<file path="src/hw/rtl/rc5_block_cipher_defines.svh">
// assertion helpers shared by the rc5 files
`ifndef RC5_BLOCK_CIPHER_DEFINES_SVH
`define RC5_BLOCK_CIPHER_DEFINES_SVH

// same-cycle implication, checked out of reset
`define RC5_ASSERT_IMPL(lbl, ante, cons, msg) \
    lbl: assert property (@(posedge i_clk) disable iff (!i_rst_n) (ante) |-> (cons)) \
        else $error(msg);

// next-cycle implication, checked out of reset
`define RC5_ASSERT_NEXT(lbl, ante, cons, msg) \
    lbl: assert property (@(posedge i_clk) disable iff (!i_rst_n) (ante) |=> (cons)) \
        else $error(msg);

`endif

</file>
<file path="src/hw/rtl/rc5_pkg.sv">
package rc5_pkg;

    localparam int ROUNDS      = 12;
    localparam int TABLE_WORDS = 2 * ROUNDS + 2;
    localparam int IDX_W       = $clog2(TABLE_WORDS);
    localparam int WORD_W      = 32;
    localparam int ROT_W       = 5;
    localparam int KEY_W       = 64;
    localparam int MIX_PASSES  = 3;

    localparam logic [IDX_W-1:0]  LAST_IDX = IDX_W'(TABLE_WORDS - 1);
    localparam logic [WORD_W-1:0] MAGIC_P  = 32'hb7e15163;
    localparam logic [WORD_W-1:0] MAGIC_Q  = 32'h9e3779b9;

    localparam logic [1:0] CMD_ENCRYPT = 2'd0;
    localparam logic [1:0] CMD_DECRYPT = 2'd1;
    localparam logic [1:0] CMD_EXPAND  = 2'd2;

    typedef struct packed {
        logic [1:0]        cmd;
        logic [WORD_W-1:0] word_a;
        logic [WORD_W-1:0] word_b;
    } t_in;

    typedef struct packed {
        logic [WORD_W-1:0] result_a;
        logic [WORD_W-1:0] result_b;
    } t_out;

    typedef struct packed {
        logic             pre_xor;
        logic             post_add;
        logic [ROT_W-1:0] rot_amt;
    } t_alu_ctl;

    typedef struct packed {
        logic              en;
        logic [IDX_W-1:0]  addr;
        logic [WORD_W-1:0] data;
    } t_ram_wr;

    function automatic logic [WORD_W-1:0] rotl32(input logic [WORD_W-1:0] x,
                                                 input logic [ROT_W-1:0]  n);
        logic [2*WORD_W-1:0] t;
        t = {x, x} << n;
        return t[2*WORD_W-1:WORD_W];
    endfunction

endpackage

</file>
<file path="src/hw/rtl/rc5_alu.sv">
module rc5_alu (
    input  rc5_pkg::t_alu_ctl           i_ctl,
    input  logic [rc5_pkg::WORD_W-1:0]  i_u,
    input  logic [rc5_pkg::WORD_W-1:0]  i_v,
    input  logic [rc5_pkg::WORD_W-1:0]  i_w,
    input  logic [rc5_pkg::WORD_W-1:0]  i_z,
    output logic [rc5_pkg::WORD_W-1:0]  o_y
);

    logic [rc5_pkg::WORD_W-1:0] pre;
    logic [rc5_pkg::WORD_W-1:0] rot;

    // xor or three-way add, rotate left, then add or xor
    always_comb begin
        pre = i_ctl.pre_xor ? (i_u ^ i_v) : (i_u + i_v + i_w);
        rot = rc5_pkg::rotl32(pre, i_ctl.rot_amt);
        o_y = i_ctl.post_add ? (rot + i_z) : (rot ^ i_z);
    end

endmodule

</file>
<file path="src/hw/rtl/rc5_key_ram.sv">
`include "rc5_block_cipher_defines.svh"

module rc5_key_ram (
    input  logic                        i_clk,
    input  logic                        i_rst_n,
    input  rc5_pkg::t_ram_wr            i_wr,
    input  logic [rc5_pkg::IDX_W-1:0]   i_rd_addr,
    output logic [rc5_pkg::WORD_W-1:0]  o_rd_data
);

    logic [rc5_pkg::WORD_W-1:0] r_mem [rc5_pkg::TABLE_WORDS];
    logic [rc5_pkg::WORD_W-1:0] r_rd_data;
    logic                       r_filled;
    logic                       r_rd_ok;

    // the table is only ever written as a whole, so one flag stands for all entries
    always_ff @(posedge i_clk) begin
        if (!i_rst_n) begin
            r_filled <= 1'b0;
            r_rd_ok  <= 1'b0;
        end else begin
            if (i_wr.en) begin
                r_filled <= 1'b1;
            end
            r_rd_ok <= r_filled;
        end
    end

    always_ff @(posedge i_clk) begin
        if (i_wr.en) begin
            r_mem[i_wr.addr] <= i_wr.data;
        end
    end

    always_ff @(posedge i_clk) begin
        r_rd_data <= r_mem[i_rd_addr];
    end

    assign o_rd_data = r_rd_ok ? r_rd_data : '0;

    `RC5_ASSERT_IMPL(a_wr_rd_apart, i_wr.en, i_wr.addr != i_rd_addr, "write and read collide")
    `RC5_ASSERT_IMPL(a_wr_in_range, i_wr.en, i_wr.addr <= rc5_pkg::LAST_IDX, "write past table")
    `RC5_ASSERT_NEXT(a_fill_sticks, i_wr.en, r_filled, "fill flag not set after write")

endmodule

</file>
<file path="src/hw/rtl/rc5_block_cipher.sv">
// channel   direction  handshake              payload
// item      in         start high, busy low   i_item (cmd, word_a, word_b)
// result    out        o_strobe, one cycle    o_result (result_a, result_b)
// key       in         i_key_we               i_key_wdata (64 bits)
//
// encrypt/decrypt: one half-round per cycle through the shared add/rotate unit,
// result strobed in the cycle after the last step; the next item can be taken in the strobe cycle
// key expansion: ST_INIT fills the table; each mixing step runs ST_MIX_X then ST_MIX_Y, the last only ST_MIX_X
// unused command: result strobed the cycle after accept
// synchronous active-low reset clears the key and empties the round-key table
// results cannot be held off; o_strobe marks each beat for exactly one cycle
`include "rc5_block_cipher_defines.svh"

module rc5_block_cipher (
    input  logic                       i_clk,
    input  logic                       i_rst_n,
    input  logic                       start,
    output logic                       busy,
    input  rc5_pkg::t_in               i_item,
    output logic                       o_strobe,
    output rc5_pkg::t_out              o_result,
    input  logic                       i_key_we,
    input  logic [rc5_pkg::KEY_W-1:0]  i_key_wdata
);

    typedef enum logic [4:0] {
        ST_IDLE  = 5'b00001,
        ST_CRYPT = 5'b00010,
        ST_INIT  = 5'b00100,
        ST_MIX_X = 5'b01000,
        ST_MIX_Y = 5'b10000
    } t_state;

    localparam int WW = rc5_pkg::WORD_W;
    localparam int IW = rc5_pkg::IDX_W;
    localparam int RW = rc5_pkg::ROT_W;

    t_state                         r_state, n_state;
    logic [IW-1:0]                  r_idx, n_idx;
    logic [1:0]                     r_pass, n_pass;
    logic                           r_ki, n_ki;
    logic                           r_dec, n_dec;
    logic                           r_strobe, n_strobe;
    logic [WW-1:0]                  r_a, n_a;
    logic [WW-1:0]                  r_b, n_b;
    logic [WW-1:0]                  r_kw0, n_kw0;
    logic [WW-1:0]                  r_kw1, n_kw1;
    rc5_pkg::t_out                  r_out, n_out;
    logic [rc5_pkg::KEY_W-1:0]      r_secret_key;

    rc5_pkg::t_alu_ctl              alu_ctl;
    logic [WW-1:0]                  alu_u, alu_v, alu_w, alu_z, alu_y;
    rc5_pkg::t_ram_wr               ram_wr;
    logic [IW-1:0]                  rd_addr;
    logic [WW-1:0]                  rd_data;

    logic [IW-1:0]                  idx_inc, idx_dec;
    logic [WW-1:0]                  src, oth;
    logic                           first;
    logic                           last;

    rc5_alu u_alu (
        .i_ctl (alu_ctl),
        .i_u   (alu_u),
        .i_v   (alu_v),
        .i_w   (alu_w),
        .i_z   (alu_z),
        .o_y   (alu_y)
    );

    rc5_key_ram u_ram (
        .i_clk     (i_clk),
        .i_rst_n   (i_rst_n),
        .i_wr      (ram_wr),
        .i_rd_addr (rd_addr),
        .o_rd_data (rd_data)
    );

    assign busy     = (r_state != ST_IDLE);
    assign o_strobe = r_strobe;
    assign o_result = r_out;

    assign idx_inc = (r_idx == rc5_pkg::LAST_IDX) ? '0 : (r_idx + IW'(1));
    assign idx_dec = r_idx - IW'(1);
    // even steps update a, odd steps update b
    assign src     = r_idx[0] ? r_b : r_a;
    assign oth     = r_idx[0] ? r_a : r_b;
    assign first   = (r_idx < IW'(2));

    always_comb begin
        n_state  = r_state;
        n_idx    = r_idx;
        n_pass   = r_pass;
        n_ki     = r_ki;
        n_dec    = r_dec;
        n_strobe = 1'b0;
        n_a      = r_a;
        n_b      = r_b;
        n_kw0    = r_kw0;
        n_kw1    = r_kw1;
        n_out    = r_out;
        last     = 1'b0;

        alu_ctl  = '0;
        alu_u    = r_a;
        alu_v    = '0;
        alu_w    = '0;
        alu_z    = '0;

        ram_wr.en   = 1'b0;
        ram_wr.addr = r_idx;
        ram_wr.data = r_a;
        rd_addr     = idx_inc;

        unique case (r_state)
            ST_IDLE: begin
                if (start) begin
                    n_a   = i_item.word_a;
                    n_b   = i_item.word_b;
                    n_dec = (i_item.cmd == rc5_pkg::CMD_DECRYPT);
                    priority if (i_item.cmd == rc5_pkg::CMD_ENCRYPT) begin
                        n_state = ST_CRYPT;
                        n_idx   = '0;
                        rd_addr = '0;
                    end else if (i_item.cmd == rc5_pkg::CMD_DECRYPT) begin
                        n_state = ST_CRYPT;
                        n_idx   = rc5_pkg::LAST_IDX;
                        rd_addr = rc5_pkg::LAST_IDX;
                    end else if (i_item.cmd == rc5_pkg::CMD_EXPAND) begin
                        n_state = ST_INIT;
                        n_idx   = '0;
                        n_pass  = '0;
                        n_ki    = 1'b0;
                        n_a     = rc5_pkg::MAGIC_P;
                        n_b     = '0;
                        n_kw0   = r_secret_key[WW-1:0];
                        n_kw1   = r_secret_key[2*WW-1:WW];
                    end else begin
                        n_strobe = 1'b1;
                        n_out    = '0;
                    end
                end
            end

            ST_CRYPT: begin
                alu_u = src;
                if (!r_dec) begin
                    // x = rotl(x ^ y, y) + s, plain add for the whitening steps
                    alu_ctl.pre_xor  = 1'b1;
                    alu_ctl.post_add = 1'b1;
                    alu_ctl.rot_amt  = first ? '0 : oth[RW-1:0];
                    alu_v            = first ? '0 : oth;
                    alu_z            = rd_data;
                    rd_addr          = idx_inc;
                    n_idx            = idx_inc;
                    last             = (r_idx == rc5_pkg::LAST_IDX);
                end else begin
                    // x = rotr(x - s, y) ^ y, plain subtract for the whitening steps
                    alu_ctl.pre_xor  = 1'b0;
                    alu_ctl.post_add = 1'b0;
                    alu_ctl.rot_amt  = first ? '0 : (RW'(0) - oth[RW-1:0]);
                    alu_v            = ~rd_data;
                    alu_w            = WW'(1);
                    alu_z            = first ? '0 : oth;
                    rd_addr          = idx_dec;
                    n_idx            = idx_dec;
                    last             = (r_idx == '0);
                end
                if (r_idx[0]) begin
                    n_b = alu_y;
                end else begin
                    n_a = alu_y;
                end
                if (last) begin
                    n_state        = ST_IDLE;
                    n_strobe       = 1'b1;
                    n_out.result_a = r_idx[0] ? r_a : alu_y;
                    n_out.result_b = r_idx[0] ? alu_y : r_b;
                end
            end

            ST_INIT: begin
                // table fill: s[i] = p + i*q
                alu_u       = r_a;
                alu_v       = rc5_pkg::MAGIC_Q;
                ram_wr.en   = 1'b1;
                ram_wr.data = r_a;
                n_a         = alu_y;
                n_idx       = idx_inc;
                if (r_idx == rc5_pkg::LAST_IDX) begin
                    n_a     = '0;
                    n_state = ST_MIX_X;
                end
            end

            ST_MIX_X: begin
                alu_u           = rd_data;
                alu_v           = r_a;
                alu_w           = r_b;
                alu_ctl.rot_amt = RW'(3);
                ram_wr.en       = 1'b1;
                ram_wr.data     = alu_y;
                n_a             = alu_y;
                if (r_pass == 2'(rc5_pkg::MIX_PASSES - 1) &&
                    r_idx == rc5_pkg::LAST_IDX) begin
                    n_state  = ST_IDLE;
                    n_strobe = 1'b1;
                    n_out    = '0;
                end else begin
                    n_state = ST_MIX_Y;
                end
            end

            ST_MIX_Y: begin
                alu_u           = r_ki ? r_kw1 : r_kw0;
                alu_v           = r_a;
                alu_w           = r_b;
                alu_ctl.rot_amt = r_a[RW-1:0] + r_b[RW-1:0];
                n_b             = alu_y;
                if (r_ki) begin
                    n_kw1 = alu_y;
                end else begin
                    n_kw0 = alu_y;
                end
                n_ki    = ~r_ki;
                n_idx   = idx_inc;
                n_state = ST_MIX_X;
                if (r_idx == rc5_pkg::LAST_IDX) begin
                    n_pass = r_pass + 2'd1;
                end
            end

            default: begin
                n_state = ST_IDLE;
            end
        endcase
    end

    always_ff @(posedge i_clk) begin
        if (!i_rst_n) begin
            r_state      <= ST_IDLE;
            r_idx        <= '0;
            r_pass       <= '0;
            r_ki         <= 1'b0;
            r_dec        <= 1'b0;
            r_strobe     <= 1'b0;
            r_secret_key <= '0;
        end else begin
            r_state  <= n_state;
            r_idx    <= n_idx;
            r_pass   <= n_pass;
            r_ki     <= n_ki;
            r_dec    <= n_dec;
            r_strobe <= n_strobe;
            if (i_key_we) begin
                r_secret_key <= i_key_wdata;
            end
        end
    end

    always_ff @(posedge i_clk) begin
        r_a   <= n_a;
        r_b   <= n_b;
        r_kw0 <= n_kw0;
        r_kw1 <= n_kw1;
        r_out <= n_out;
    end

    `RC5_ASSERT_IMPL(a_strobe_idle, o_strobe, !busy, "result beat while still working")
    `RC5_ASSERT_NEXT(a_expand_fill, start && !busy && i_item.cmd == rc5_pkg::CMD_EXPAND, r_state == ST_INIT, "expand did not start fill")
    `RC5_ASSERT_IMPL(a_idx_range, r_state != ST_IDLE, r_idx <= rc5_pkg::LAST_IDX, "table index out of range")

endmodule

</file>
<file path="config.mk">
export PLATFORM = sky130hd
export DESIGN_NAME = rc5_block_cipher
export DESIGN_NICKNAME = d
export VERILOG_FILES = /design/src/hw/rtl/rc5_pkg.sv /design/src/hw/rtl/rc5_alu.sv /design/src/hw/rtl/rc5_key_ram.sv /design/src/hw/rtl/rc5_block_cipher.sv
export VERILOG_INCLUDE_DIRS = /design/src /design/src/hw/rtl
export SDC_FILE = /design/constraint.sdc
export NUM_CORES = 2
export LEC_CHECK = 0
export ABC_AREA = 1
export ABC_CLOCK_PERIOD_IN_PS = 11200
export BUFFER_PORTS_ARGS = -buffer_cell sky130_fd_sc_hd__buf_4
export CAP_MARGIN = 20
export CORE_UTILIZATION = 55
export CTS_CLUSTER_DIAMETER = 150
export DETAILED_ROUTE_END_ITERATION = 16
export GPL_TIMING_DRIVEN = 0
export PLACE_DENSITY = 0.78
export SLEW_MARGIN = 20
export SYNTH_ARGS = -nofsm -noshare
export SYNTH_HDL_FRONTEND = slang
export SYNTH_SLANG_ARGS = --single-unit
</file>
<file path="constraint.sdc">
create_clock -name i_clk -period 11.2 [get_ports i_clk]
set_clock_uncertainty 0.1 [all_clocks]
set_input_delay 0.56 -clock i_clk [delete_from_list [all_inputs] [get_ports i_clk]]
set_output_delay 0.56 -clock i_clk [all_outputs]
set_load 0.05 [all_outputs]
</file>
==> flow_summary_export.csv <==
group,metric,value,unit
clock_network,clk_latency,0.76,ns
placed_design,io_buffers,197,
floorplanning,io_pins,200,
worst_setup_path,cp-start-kind,"flop",
power,pwr-share-comb,53.7,%
synthesis,ys_types,61,
power,netSwitchingPower,10.4,mW
synthesis,syn_nets,5935,
clock_network,h-tree-depth,3,
drt,firstDrtPassIters,8,
power,p_per_area,322,nW/um2
synthesis,ys_ff_latch,1137,
hold_path,holdCritPathClass,"input pin to flop",
synthesis,syn_inst,5664,
layout,syn_to_final_growth,16.9,%
timing,rsz0062_at_grt,"false",
synthesis,ys_seq_area_share,59.3,%
layout,fin_nets,6380,
clock_network,cts.clk_slew.worst_paths,0.06,ns
layout,layout.cells.non_filler,7508,
power,power.leakage,25.2,nW
power,vdd_drop_max,220,uV
worst_setup_path,cp_max_fo,16,
drt,ant_nets,0,
worst_setup_path,crit_path_top_delay_cell,"fa_1",
placed_design,hpwl,175000,um
floorplanning,core,100000,um2
worst_setup_path,critPathArrivalTime,11.50,ns
power,intPower,10.6,mW
synthesis,synthArstFlopShare,0,%
synthesis,netlist_area,55700,um2
global_route,track_usage,44.2,%
job,drv_cap,0,
drt,routedWlPerCell,30.8,um
global_route,grt_max_degree,27,
floorplanning,start_util,55.6,%
power,switching_share,49.5,%
drt,drt_wl_total,232000,um
timing,fin_crit_sh,98.3,%
timing,finalHoldViolations,0,
layout,drive_gt1_share,11.1,%
synthesis,syn_avg_cell_area,9.83,um2
timing,tightest_slew,1.27,ns
worst_setup_path,endpoint_kind,"flop",
placed_design,place_inst,7239,
synthesis,synth_ff_type,"edfxtp_1",
floorplanning,rows,116,
synthesis,synth_edf_count,1024,
clock_network,numCtsBuffers,110,
layout,fin_util,65.0,%
floorplanning,die_area,102000,um2
drt,drc,0,
timing,fmax,0.0908,GHz
global_route,grt_pass1_vias,45800,
power,sequentialPowerShare,28.5,%
worst_setup_path,path_common_cell,"nand2_1",
drt,via_count,49800,
run_status,run_status,"complete, no violations",
timing,finalSetupViolCount,0,
floorplanning,die_x,320,um
clock_network,cts_root_buffer,"clkbuf_16",
drt,drt_iter0_drc,9380,
worst_setup_path,cp.required,11.70,ns
worst_setup_path,cp_slowest_stage_delay,0.73,ns
global_route,antenna_found_initial,20,
clock_network,cts_sinks,1137,
global_route,overflow,0,
power,p_clk_share,17.8,%
timing,post-route-min-period,11.01,ns
synthesis,synth-warning-count,0,
global_route,grt_pass1_wl,321000,um
timing,final_max_slew_viol_count,0,
drt,vias_per_cell,6.63,
floorplanning,fp.dieH,320,um
clock_network,tritoncts,"done",
placed_design,gp_congestion,1.12,
worst_setup_path,worst-setup-path-type,"flop to flop",
timing,relSlewSlack,14.6,%
clock_network,clk_path_buf_depth,3,
[cells in the final DEF (no fill, tap or decap), types with 19 or more instances in the layout]
cell           synthesis  routed
edfxtp_1            1024    1024
nand2_1              950     948
nor2_1               865     840
o21ai_0              603     572
inv_1                395     395
nand3_1              347     347
buf_4                 28     238
clkbuf_1             203     222
a21oi_1              187     186
o221ai_1             153     153
dfxtp_1              113     113
clkbuf_16              0     110
ha_1                 103     103
o22ai_1               85      85
buf_2                 62      70
dlygate4sd3_1          0      55
o21ai_1               50      50
o21a_1                42      42
or2_2                 38      38
a31oi_1               39      38
fa_1                  34      34
buf_16                 0      34
buf_1                 34      33
o211ai_1              33      33
clkinv_1               3      32
o21ai_4                0      30
o32ai_1               32      29
nor3_1                31      29
nor2_4                 2      27
xnor2_1               23      22
xor2_1                24      21
nand4_1               19      19
[per-stage QoR]
| stage | setup WS (ns) | instance area (um2) | TNS [ns] | hold slack [ns] | power, mW |
|---|---|---|---|---|---|
| 6_report | 0.192 | 65100 | 0 | 0.0239 | 20.9 |
| 5_1_grt | 0.0954 | 65100 | 0 | 0.0297 | 21.4 |
| 3_3_place_gp | -1.66 | 58800 | -510.89 | 0.311 | 16.1 |
| 3_5_place_dp | -0.101 | 60900 | -1.57 | 0.330 | 16.6 |
| 2_1_floorplan | 2.96 | 55700 | 0 | 0.300 | 11.8 |
| 4_1_cts | 0.161 | 65000 | 0 | 0.000513 | 20.3 |
[logic make-up (layout without fill, tap and decap cells)]
| kind of cell | Yosys count | count (layout) | synth area share (%) |
|---|---|---|---|
| AOI/OAI and AO/OA | 1294 | 1294 | 13.9 |
| xor gates and xnor gates | 47 | 47 | 0.740 |
| adders and majority gates | 137 | 137 | 3.54 |
| buffers and inverters | 747 | 1287 | 5.47 |
| DFF | 1137 | 1137 | 59.3 |
| muxes | 6 | 6 | 0.108 |
| other | 0 | 6 | 0 |
| and+or+nand+nor | 2296 | 2296 | 16.9 |
[layer usage]
layer,GRT usage [%],part of all wire (%),up-vias
met2,64.1,42,4291
li1,-,-,20800
met4,19.5,5.5,26
met5,0,0.089,-
met3,15.4,16,830
met1,60.1,36,23800
[Yosys cell counts, types with 8 or more instances]
| cell type | number | area (um2) |
|---|---|---|
| fa_1 | 34 | 681 |
| nand2_1 | 950 | 3570 |
| inv_2 | 13 | 48.8 |
| ha_1 | 103 | 1290 |
| o22ai_1 | 85 | 532 |
| buf_2 | 62 | 310 |
| o211ai_1 | 33 | 248 |
| o21ai_0 | 603 | 3020 |
| o221ai_1 | 153 | 1340 |
| a21oi_1 | 187 | 936 |
| clkbuf_1 | 203 | 762 |
| a221oi_1 | 10 | 87.6 |
| nand3_1 | 347 | 1740 |
| a211oi_1 | 8 | 60.1 |
| buf_4 | 28 | 210 |
| o21a_1 | 42 | 315 |
| or2_2 | 38 | 238 |
| nand3b_1 | 11 | 82.6 |
| nand4_1 | 19 | 119 |
| edfxtp_1 | 1024 | 30700 |
| nor2_2 | 11 | 68.8 |
| nor3_1 | 31 | 155 |
| xnor2_1 | 23 | 201 |
| inv_1 | 395 | 1480 |
| buf_1 | 34 | 128 |
| o21bai_1 | 8 | 60.1 |
| nor2_1 | 865 | 3250 |
| dfxtp_1 | 113 | 2260 |
| a31oi_1 | 39 | 244 |
| xor2_1 | 24 | 210 |
| a221o_1 | 9 | 90.1 |
| o32ai_1 | 32 | 280 |
| o21ai_1 | 50 | 250 |
[final timing paths]
path                                                   from                            end  slack [ns]  depth (start not counted)
worst min-delay path                             i_item[45]              r_a[13]$_DFFE_PP_        0.02                          3
worst max register to register      r_state[4]$_SDFFE_PN0P_  u_ram.r_mem[11][20]$_DFFE_PP_        0.19                         52
worst max-delay path                r_state[4]$_SDFFE_PN0P_  u_ram.r_mem[11][20]$_DFFE_PP_        0.19                         52
worst min register to register  u_ram.r_filled$_SDFFE_PN0P_       u_ram.r_rd_ok$_SDFF_PN0_        0.35                          2
[worst max-delay path, delay by kind of cell (launching register included)]
| kind | cells | cell delay (ns) |
|---|---|---|
| buffers and inverters | 14 | 3.17 |
| AO/OA/AOI/OAI | 10 | 2.04 |
| adder cells (fa/ha/maj) | 4 | 1.79 |
| XOR/XNOR | 1 | 0.35 |
| AND/OR/NAND/NOR | 23 | 3.00 |
| flip-flops | 1 | 0.33 |
[what timing repair did]
item | CTS | global route
hold endpoints to repair | 55 | 0
gates resized for setup | 1 | 13
hold buffers | 55 | 0
pin swaps | 0 | 1
setup buffers | 0 | 1
setup endpoints to repair | 16 | 221
[power groups by stage]
| stage | logic, mW | registers [mW] | clock network [mW] |
|---|---|---|---|
| 6_report | 11.2 | 5.96 | 3.72 |
| 5_1_grt | 11.6 | 5.98 | 3.84 |
| 4_1_cts | 10.7 | 5.94 | 3.69 |
| 3_5_place_dp | 10.6 | 6.02 | 0 |
| 3_3_place_gp | 9.87 | 6.21 | 0 |
| 2_1_floorplan | 5.33 | 6.43 | 0 |
[flip-flops by register name, summed over array words and instances (netlist names), 5 cells and up]
register / flops
r_a: 32
r_b: 32
u_ram.r_mem: 832
r_state: 5
r_kw1: 32
u_ram.r_rd_data: 32
r_kw0: 32
r_secret_key: 64
r_idx: 5
o_result: 64
[final cells by class]
class / instances / area (um2)
antenna: 6 / 15.0
buffer: 334 / 1500
clock buffer: 136 / 2860
clock inverter: 71 / 698
fill: 7793 / 35100
inverter: 413 / 1560
multi-input combinational: 3780 / 20300
sequential: 1137 / 33000
tap: 1298 / 1620
timing repair buffer: 333 / 3550
(Power assumes the default switching activity.)
